[config.mk]
export PLATFORM = sky130hd
export DESIGN_NAME = jpeg_block_huffman_decoder
export DESIGN_NICKNAME = d
export VERILOG_FILES = /design/src/sv/jbhd_pkg.sv /design/src/sv/jpeg_block_huffman_decoder.sv /design/src/sv/jbhd_ram.sv
export SDC_FILE = /design/constraint.sdc
export NUM_CORES = 1
export LEC_CHECK = 0
export BUFFER_PORTS_ARGS = -buffer_cell sky130_fd_sc_hd__buf_2
export CAP_MARGIN = 0
export CORE_UTILIZATION = 40
export CTS_CLUSTER_SIZE = 40
export DETAILED_ROUTE_END_ITERATION = 8
export PLACE_DENSITY = 0.55
export SYNTH_ARGS = -nofsm -noshare
export SYNTH_HDL_FRONTEND = slang
export SYNTH_SLANG_ARGS = --single-unit
[constraint.sdc]
create_clock -name clk -period 6.35 [get_ports clk]
set_clock_uncertainty 0.15 [all_clocks]
set_input_delay 0.635 -clock clk [delete_from_list [all_inputs] [get_ports clk]]
set_output_delay 0.635 -clock clk [all_outputs]
set_load 0.05 [all_outputs]
[src/sv/jbhd_pkg.sv]
// Shared types and constants of the block Huffman decoder.
`default_nettype none
package jbhd_pkg;
  localparam int TableEntries = 16;
  localparam int SlotBits = 4;
  localparam int MaxCodeBits = 16;
  // one memory word: code, length, symbol
  localparam int EntryBits = 16 + 5 + 8;
  // DC and AC tables share one memory, table bit above the slot
  localparam int MemDepth = 2 * TableEntries;
  localparam int MemAddrBits = SlotBits + 1;

  localparam logic [1:0] KindLoadDc = 2'd0;
  localparam logic [1:0] KindLoadAc = 2'd1;
  localparam logic [1:0] KindBit = 2'd2;
  localparam logic [1:0] KindUnused = 2'd3;

  localparam logic RegDcUsed = 1'b0;
  localparam logic RegAcUsed = 1'b1;

  typedef struct packed {
    logic [15:0] code;
    logic [4:0]  length;
    logic [7:0]  symbol;
  } entry_t;
endpackage
`default_nettype wire

[src/sv/jpeg_block_huffman_decoder.sv]
// Top level of the JPEG baseline block Huffman decoder.
// Input channel (valid/ready): kind selects a DC or AC table load or one
// stream bit. Load beats write the table memory when accepted. A stream
// bit in a code phase walks the active table one entry at a time (read,
// then compare) through the table memory; magnitude bits are taken in
// the idle state without a table access. Each result beat (coefficient
// position, value, block_last, code_error) is loaded into the output
// register in S_EMIT and handed over in S_WAIT. EOB emits up to 63
// beats from one item, a zero run up to 16.
// Output channel is a single register: when the receiver stalls, emission
// holds and no further input is taken until the item's results are out.
// Registers are written on cfg write enable: index 0 DC entries used,
// index 1 AC entries used; values above 16 act as 16.
// Reset (rst, synchronous) clears the decode state and the entry counts;
// table contents stay undefined until loaded. No clearing pass is needed.
`default_nettype none
module jpeg_block_huffman_decoder (
  input  wire logic              clk,
  input  wire logic              rst,
  input  wire logic              cfg_we,
  input  wire logic [0:0]        cfg_index,
  input  wire logic [4:0]        cfg_data,
  input  wire logic              in_valid,
  output logic                   in_ready,
  input  wire logic [1:0]        kind,
  input  wire logic [3:0]        entry_slot,
  input  wire logic [15:0]       entry_code,
  input  wire logic [4:0]        entry_length,
  input  wire logic [7:0]        entry_symbol,
  input  wire logic              bit_value,
  output logic                   out_valid,
  input  wire logic              out_ready,
  output logic [5:0]             coeff_position,
  output logic signed [11:0]     coeff_value,
  output logic                   block_last,
  output logic                   code_error
);
  typedef enum logic [2:0] {S_IDLE, S_READ, S_CHECK, S_EMIT, S_WAIT} state_t;
  typedef enum logic [1:0] {PH_DC, PH_AC, PH_MAG} phase_t;
  // what the emit loop does once the pending zeros are out
  typedef enum logic [1:0] {E_COEF, E_EOB, E_ONE} emit_t;

  state_t state;
  phase_t phase;
  emit_t  emode;
  logic [4:0]  dc_used, ac_used, lim;
  logic [15:0] code_bits;
  logic [4:0]  code_count;
  logic [3:0]  mag_left, cur_mag;
  logic [10:0] value_bits;
  logic [3:0]  run;
  logic [5:0]  pos;
  logic signed [11:0] pend_val;
  logic [4:0]  idx;
  logic [jbhd_pkg::MemAddrBits-1:0] raddr;
  jbhd_pkg::entry_t rentry, wentry;
  logic we;
  logic [3:0] mag_sat;
  logic [15:0] cb_next;
  logic [4:0]  cc_next;
  logic [10:0] vb_next;
  logic signed [11:0] conv;
  logic [11:0] full;

  assign in_ready = (state == S_IDLE);
  assign we = in_valid && in_ready &&
              (kind == jbhd_pkg::KindLoadDc || kind == jbhd_pkg::KindLoadAc);
  assign wentry = '{code: entry_code, length: entry_length, symbol: entry_symbol};
  assign raddr = {phase == PH_AC, idx[3:0]};

  jbhd_ram #(.Width(jbhd_pkg::EntryBits), .Depth(jbhd_pkg::MemDepth)) u_tab (
    .clk(clk), .we(we), .waddr({kind[0], entry_slot}), .wdata(wentry),
    .raddr(raddr), .rdata(rentry));

  always_comb begin
    lim = (phase == PH_AC) ? ac_used : dc_used;
    if (lim > 5'd16) lim = 5'd16;
    mag_sat = (rentry.symbol[3:0] > 4'd11) ? 4'd11 : rentry.symbol[3:0];
    cb_next = {code_bits[14:0], bit_value};
    cc_next = code_count + 5'd1;
    vb_next = {value_bits[9:0], bit_value};
    full = (12'd1 << cur_mag) - 12'd1;
    if (cur_mag == 4'd0) conv = '0;
    else if (vb_next[cur_mag - 4'd1]) conv = $signed({1'b0, vb_next} & full);
    else conv = $signed(({1'b0, vb_next} & full) - full);
  end

  always_ff @(posedge clk) begin
    if (rst) begin
      state <= S_IDLE; phase <= PH_DC; emode <= E_COEF;
      dc_used <= '0; ac_used <= '0; code_bits <= '0; code_count <= '0;
      mag_left <= '0; cur_mag <= '0; value_bits <= '0; run <= '0; pos <= '0;
      idx <= '0; out_valid <= 1'b0; pend_val <= '0;
    end else begin
      if (cfg_we) begin
        if (cfg_index == jbhd_pkg::RegDcUsed) dc_used <= cfg_data;
        else ac_used <= cfg_data;
      end
      case (state)
        S_IDLE: if (in_valid && kind == jbhd_pkg::KindBit) begin
          if (phase == PH_MAG) begin
            // gather magnitude bit
            if (mag_left <= 4'd1) begin
              mag_left <= '0; value_bits <= '0; cur_mag <= '0;
              pend_val <= conv; emode <= E_COEF;
              if (pos == 6'd0) run <= '0;
              phase <= PH_AC; state <= S_EMIT;
            end else begin
              value_bits <= vb_next; mag_left <= mag_left - 4'd1;
            end
          end else begin
            code_bits <= cb_next; code_count <= cc_next;
            idx <= '0; state <= S_READ;
          end
        end
        S_READ: begin
          if (idx >= lim) begin
            if (code_count >= 5'(jbhd_pkg::MaxCodeBits)) begin
              coeff_position <= pos; coeff_value <= '0;
              block_last <= 1'b1; code_error <= 1'b1; out_valid <= 1'b1;
              phase <= PH_DC; pos <= '0; code_bits <= '0; code_count <= '0;
              run <= '0; state <= S_WAIT;
            end else state <= S_IDLE;
          end else state <= S_CHECK;
        end
        S_CHECK: begin
          if (rentry.length == code_count && rentry.code == code_bits) begin
            code_bits <= '0; code_count <= '0;
            if (phase == PH_DC) begin
              if (mag_sat == 4'd0) begin
                run <= '0; pend_val <= '0; emode <= E_COEF;
                phase <= PH_AC; state <= S_EMIT;
              end else begin
                pos <= '0; cur_mag <= mag_sat; mag_left <= mag_sat;
                value_bits <= '0; phase <= PH_MAG; state <= S_IDLE;
              end
            end else if (rentry.symbol == 8'h00) begin
              run <= '0; emode <= E_EOB; pend_val <= '0; state <= S_EMIT;
            end else begin
              run <= rentry.symbol[7:4];
              if (mag_sat == 4'd0) begin
                pend_val <= '0; emode <= E_COEF; state <= S_EMIT;
              end else begin
                cur_mag <= mag_sat; mag_left <= mag_sat; value_bits <= '0;
                phase <= PH_MAG; state <= S_IDLE;
              end
            end
          end else begin
            idx <= idx + 5'd1; state <= S_READ;
          end
        end
        S_EMIT: begin
          coeff_position <= pos; code_error <= 1'b0; out_valid <= 1'b1;
          block_last <= (pos == 6'd63);
          if (emode == E_EOB) begin
            // hold EOB mode: fill zeros until the block ends
            coeff_value <= '0;
          end else if (run != 4'd0) begin
            coeff_value <= '0;
            run <= (pos == 6'd63) ? 4'd0 : run - 4'd1;
          end else begin
            coeff_value <= pend_val; emode <= E_ONE;
          end
          if (pos == 6'd63) begin
            pos <= '0; phase <= PH_DC;
          end else pos <= pos + 6'd1;
          state <= S_WAIT;
        end
        S_WAIT: if (out_ready) begin
          out_valid <= 1'b0;
          // advance: more beats unless the block ended or the item is done
          state <= (block_last || emode == E_ONE) ? S_IDLE : S_EMIT;
        end
        default: state <= S_IDLE;
      endcase
    end
  end

  a_emit_wait: assert property (@(posedge clk) disable iff (rst)
    (state == S_EMIT) |=> out_valid) else $error("emit without beat");
  a_err_last: assert property (@(posedge clk) disable iff (rst)
    (out_valid && code_error) |-> block_last) else $error("error not last");
  a_no_take: assert property (@(posedge clk) disable iff (rst)
    out_valid |-> !in_ready) else $error("input taken during output");
  a_last_pos: assert property (@(posedge clk) disable iff (rst)
    (out_valid && block_last && !code_error) |-> coeff_position == 6'd63)
    else $error("last off position 63");
endmodule
`default_nettype wire

[src/sv/jbhd_ram.sv]
// Generic single-port-write, registered-read RAM.
`default_nettype none
module jbhd_ram #(
  parameter int Width = 8,
  parameter int Depth = 16
) (
  input  wire logic                     clk,
  input  wire logic                     we,
  input  wire logic [$clog2(Depth)-1:0] waddr,
  input  wire logic [Width-1:0]         wdata,
  input  wire logic [$clog2(Depth)-1:0] raddr,
  output logic      [Width-1:0]         rdata
);
  logic [Width-1:0] mem [Depth];
  always_ff @(posedge clk) begin
    if (we) mem[waddr] <= wdata;
    rdata <= mem[raddr];
  end
endmodule
`default_nettype wire
==> tab_implementation.tex <==
\begin{tabular}{lr}
\hline
Metric & Value \\
\hline
\multicolumn{2}{l}{\textbf{Hold path}} \\
Worst hold path type & input port to register \\
\multicolumn{2}{l}{\textbf{Clock network}} \\
CTS Buf Count & 108 \\
Clock-pin transition on the worst setup and hold timing paths & 70 ps \\
Buffers from clock root to sink, at most & 3 \\
Sinks on Clock Net & 1061 \\
Post-cts resize count & 0 \\
Clock Latency Late Sink & 690 ps \\
CTS H-Tree Depth & 3 \\
TritonCTS clock tree & built \\
Root Driver & sky130\_fd\_sc\_hd\_\_clkbuf\_16 \\
Setup repair bufs after CTS & 0 \\
Post-CTS Hold Fix Bufs & 0 \\
\multicolumn{2}{l}{\textbf{Global route}} \\
Wire length of the first global-routing pass & 150 mm \\
Aggregate global routing overflow & 0 \\
Initial antenna violation count & 7 \\
Vias in the first global route & 21500 \\
GRT Overall Usage & 19.5\% \\
Largest net degree at the start of global routing & 134 \\
\multicolumn{2}{l}{\textbf{Timing}} \\
Slew margin rel. & 18.4\% \\
Hold Fails Final Rpt & 0 \\
Clock period minus worst slack & 4440 ps \\
Worst-margin pin slew & 1220 ps \\
Final worst-path cycle share & 70.0\% \\
Unrepaired setup endpoints after global routing & no \\
Max Freq & 225 MHz \\
Slew Limit Fails & 0 \\
Count of final setup violators & 0 \\
Worst hold slack after final layout & 71.3 ps \\
Summed negative setup slack over all endpoints & 0 ps \\
\multicolumn{2}{l}{\textbf{Worst setup path}} \\
Kind of capture point of the worst setup path & register \\
Worst-path fanout max & 38 \\
Kind of launch point of the worst setup path & register \\
Data arrival time of the critical path & 4890 ps \\
Required time of the critical path & 6800 ps \\
Category of the most critical setup path & register to register \\
\multicolumn{2}{l}{\textbf{Power and ir drop}} \\
Cell area power density & 298 nW/um\^{}2 \\
Portion of total power attributed to sequential cells & 53.8\% \\
Cell internal pwr & 11300 uW \\
Part of the power in combinational logic & 2.0\% \\
Switching fraction of total power & 20.4\% \\
Part of the total power dissipated in the clock network & 44.2\% \\
P\_leak & 0.0148 uW \\
Switching power & 2910 uW \\
VDD IR-drop max & 0.234 mV \\
\multicolumn{2}{l}{\textbf{Detailed routing}} \\
Initial DRT Pass Iterations & 5 \\
Number of vias per cell & 5.62 \\
Antenna Violating Nets Remaining & 0 \\
Total routed wirelength & 103 mm \\
DRC marker count from the first detailed-route iteration & 2031 \\
Wire per inst & 27.6 um \\
Drc violations & 0 \\
DR vias & 21000 \\
\multicolumn{2}{l}{\textbf{Synth}} \\
Biggest area consumer among synthesized cells & sky130\_fd\_sc\_hd\_\_edfxtp\_1 \\
Syn nets & 2224 \\
Total of flip-flops plus latches after synthesis & 1061 \\
Top cells by area in the synthesized netlist & sky130\_fd\_sc\_hd\_\_edfxtp\_1, sky130\_fd\_sc\_hd\_\_mux4\_2, sky130\_fd\_sc\_hd\_\_dfxtp\_1, sky130\_fd\_sc\_hd\_\_nand2\_1, sky130\_fd\_sc\_hd\_\_nor2\_1 \\
Count of yosys warnings during synthesis & 0 \\
Number of cells produced by synthesis & 2157 \\
Combined area of all synthesized cells & 41900 um\^{}2 \\
FFs w/ async S/R, synth & 0\% \\
Post-synth top flop & sky130\_fd\_sc\_hd\_\_edfxtp\_1 \\
Number of synthesized flops with an enable pin & 948 \\
Per-instance average area after synthesis & 19.4 um\^{}2 \\
Count of distinct cell types in the synthesized netlist & 80 \\
Sequential-to-total area share from yosys stat & 73.3\% \\
Fraction of post-synthesis cell area in the top cell type by area & 67.9\% \\
\multicolumn{2}{l}{\textbf{Floorplan}} \\
Number of placement rows & 118 \\
Area of the core region & 104000 um\^{}2 \\
Top-level port count & 69 \\
Initial Utilization & 40.4\% \\
Die Span X & 326 um \\
Die Span Y & 326 um \\
Die area & 106000 um\^{}2 \\
\multicolumn{2}{l}{\textbf{Cells and area}} \\
Area used by multi-input combinational logic & 10900 um\^{}2 \\
Commonest non-fill, non-tap cell in the layout & sky130\_fd\_sc\_hd\_\_edfxtp\_1 \\
Most frequent cells in the layout & sky130\_fd\_sc\_hd\_\_edfxtp\_1, sky130\_fd\_sc\_hd\_\_mux4\_2, sky130\_fd\_sc\_hd\_\_nand2\_1, sky130\_fd\_sc\_hd\_\_clkbuf\_16, sky130\_fd\_sc\_hd\_\_dfxtp\_1 \\
Footprint of the flip-flops and latches & 30700 um\^{}2 \\
Synth-to-Final Area Change & 13.8\% \\
Share of cells above drive strength 1 & 26.4\% \\
Layout filler cell count & 8734 \\
Number of nets in the layout & 2334 \\
\multicolumn{2}{l}{\textbf{Place}} \\
\# port buffers & 68 \\
Routability-driven placement congestion ratio & 0.804 \\
Detailed placement HPWL & 57.9 mm \\
\multicolumn{2}{l}{\textbf{Flow run}} \\
Number of maximum-capacitance violations & 0 \\
\multicolumn{2}{l}{\textbf{Run status}} \\
Status & finished, final reports clean \\
\hline
\end{tabular}
-- cell families (layout without fill, tap and decap cells) --
logic type / after synthesis / count (layout) / synth area share (%)
flops: 1061 / 1061 / 73.3
other cells: 0 / 2 / 0
xor+xnor: 30 / 30 / 0.627
simple gates: 413 / 413 / 4.85
fa+ha+maj: 20 / 20 / 0.597
mux: 321 / 321 / 16.4
buf+inv: 141 / 345 / 1.38
compound gates: 171 / 171 / 2.89
-- synth_stat cells (all sizes together), types with 4 or more instances --
cell	instances
o211ai	6
nand4	5
and2	15
xnor2	11
nand2	163
a41oi	4
and3	14
buf	47
a211oi	12
o31ai	6
inv	21
dfxtp	113
o211a	5
mux2i	28
or2	4
or3b	19
nand2b	10
mux4	291
nor4	12
o21ai	23
or4	4
nand3	21
nor3b	6
a311oi	4
o21a	4
ha	20
a31oi	6
nand4b	4
edfxtp	948
clkbuf	73
nor2b	9
xor2	19
a22oi	4
a21o	10
a21oi	51
nor2	100
nor3	15
-- layout make-up --
class | count | share of cell area (%)
clock inverter | 49 | 1.03
multi-input combinational | 955 | 22.8
antenna | 2 | 0.0105
tap | 1380 | 3.62
clock buffer | 155 | 6.38
sequential | 1061 | 64.5
inverter | 21 | 0.165
timing repair buffer | 120 | 1.56
-- per-layer routing --
metal  vias to the layer above  global-route usage (%)  wire, um
met4                         8                    4.34      1880
met2                       619                    31.8     50000
li1                       9022                       -         -
met3                       137                    3.96      6190
met1                     11200                    27.3     45100
met5                         -                       0        50
-- worst paths after layout --
path | start | endpoint | slack (ps) | cells after the start
hold / removal | cfg_data[3] | dc_used[3] | 70 | 3
hold reg to reg | out_valid | out_valid | 300 | 2
setup / recovery | phase[0] | code_bits[5] | 1910 | 12
setup reg to reg | phase[0] | code_bits[5] | 1910 | 12
-- worst max-delay path, cell delays in order (launching register included) --
cell and delay [ps]:
sky130_fd_sc_hd__dfxtp_1 450, sky130_fd_sc_hd__nor2b_4 540, sky130_fd_sc_hd__o41ai_1 170, sky130_fd_sc_hd__a21oi_1 290, sky130_fd_sc_hd__a21oi_1 80, sky130_fd_sc_hd__ha_1 280, sky130_fd_sc_hd__nand2b_1 90, sky130_fd_sc_hd__a21o_1 110
sky130_fd_sc_hd__a21oi_1 80, sky130_fd_sc_hd__o211a_1 330, sky130_fd_sc_hd__nand3b_1 920, sky130_fd_sc_hd__or3b_1 670, sky130_fd_sc_hd__a21oi_1 180
-- registers in the layout (all words and copies together) (netlist names), 2 cells and up --
signal,flops
dc_used,5
cur_mag,4
emode,2
value_bits,10
state,3
u_tab.mem,928
coeff_value,12
coeff_position,6
code_bits,16
run,4
code_count,5
idx,5
u_tab.rdata,29
pend_val,12
pos,6
ac_used,5
mag_left,4
phase,2
-- through the flow --
stage | instance area [um^2] | power [uW] | utilization, % | std cells | worst slack (ps)
floorplan | 41900 | 7920 | - | 2157 | 2820
global placement | 44200 | 8080 | 42.6 | 3537 | 2060
detailed placement | 44200 | 8090 | 42.6 | 3537 | 1910
CTS | 47700 | 14400 | 46.0 | 3741 | 1880
global route | 47700 | 14600 | 46.0 | 3741 | 1410
finish | 47700 | 14200 | 46.0 | 3743 | 1910
-- power by group through the flow --
stage / combinational [uW] / clock [uW] / sequential, uW
global route: 318 / 6670 / 7650
finish: 290 / 6290 / 7650
floorplan: 131 / 0 / 7790
global placement: 281 / 0 / 7800
detailed placement: 293 / 0 / 7800
CTS: 293 / 6420 / 7650
No activity file was read; power rests on OpenSTA's default activity.
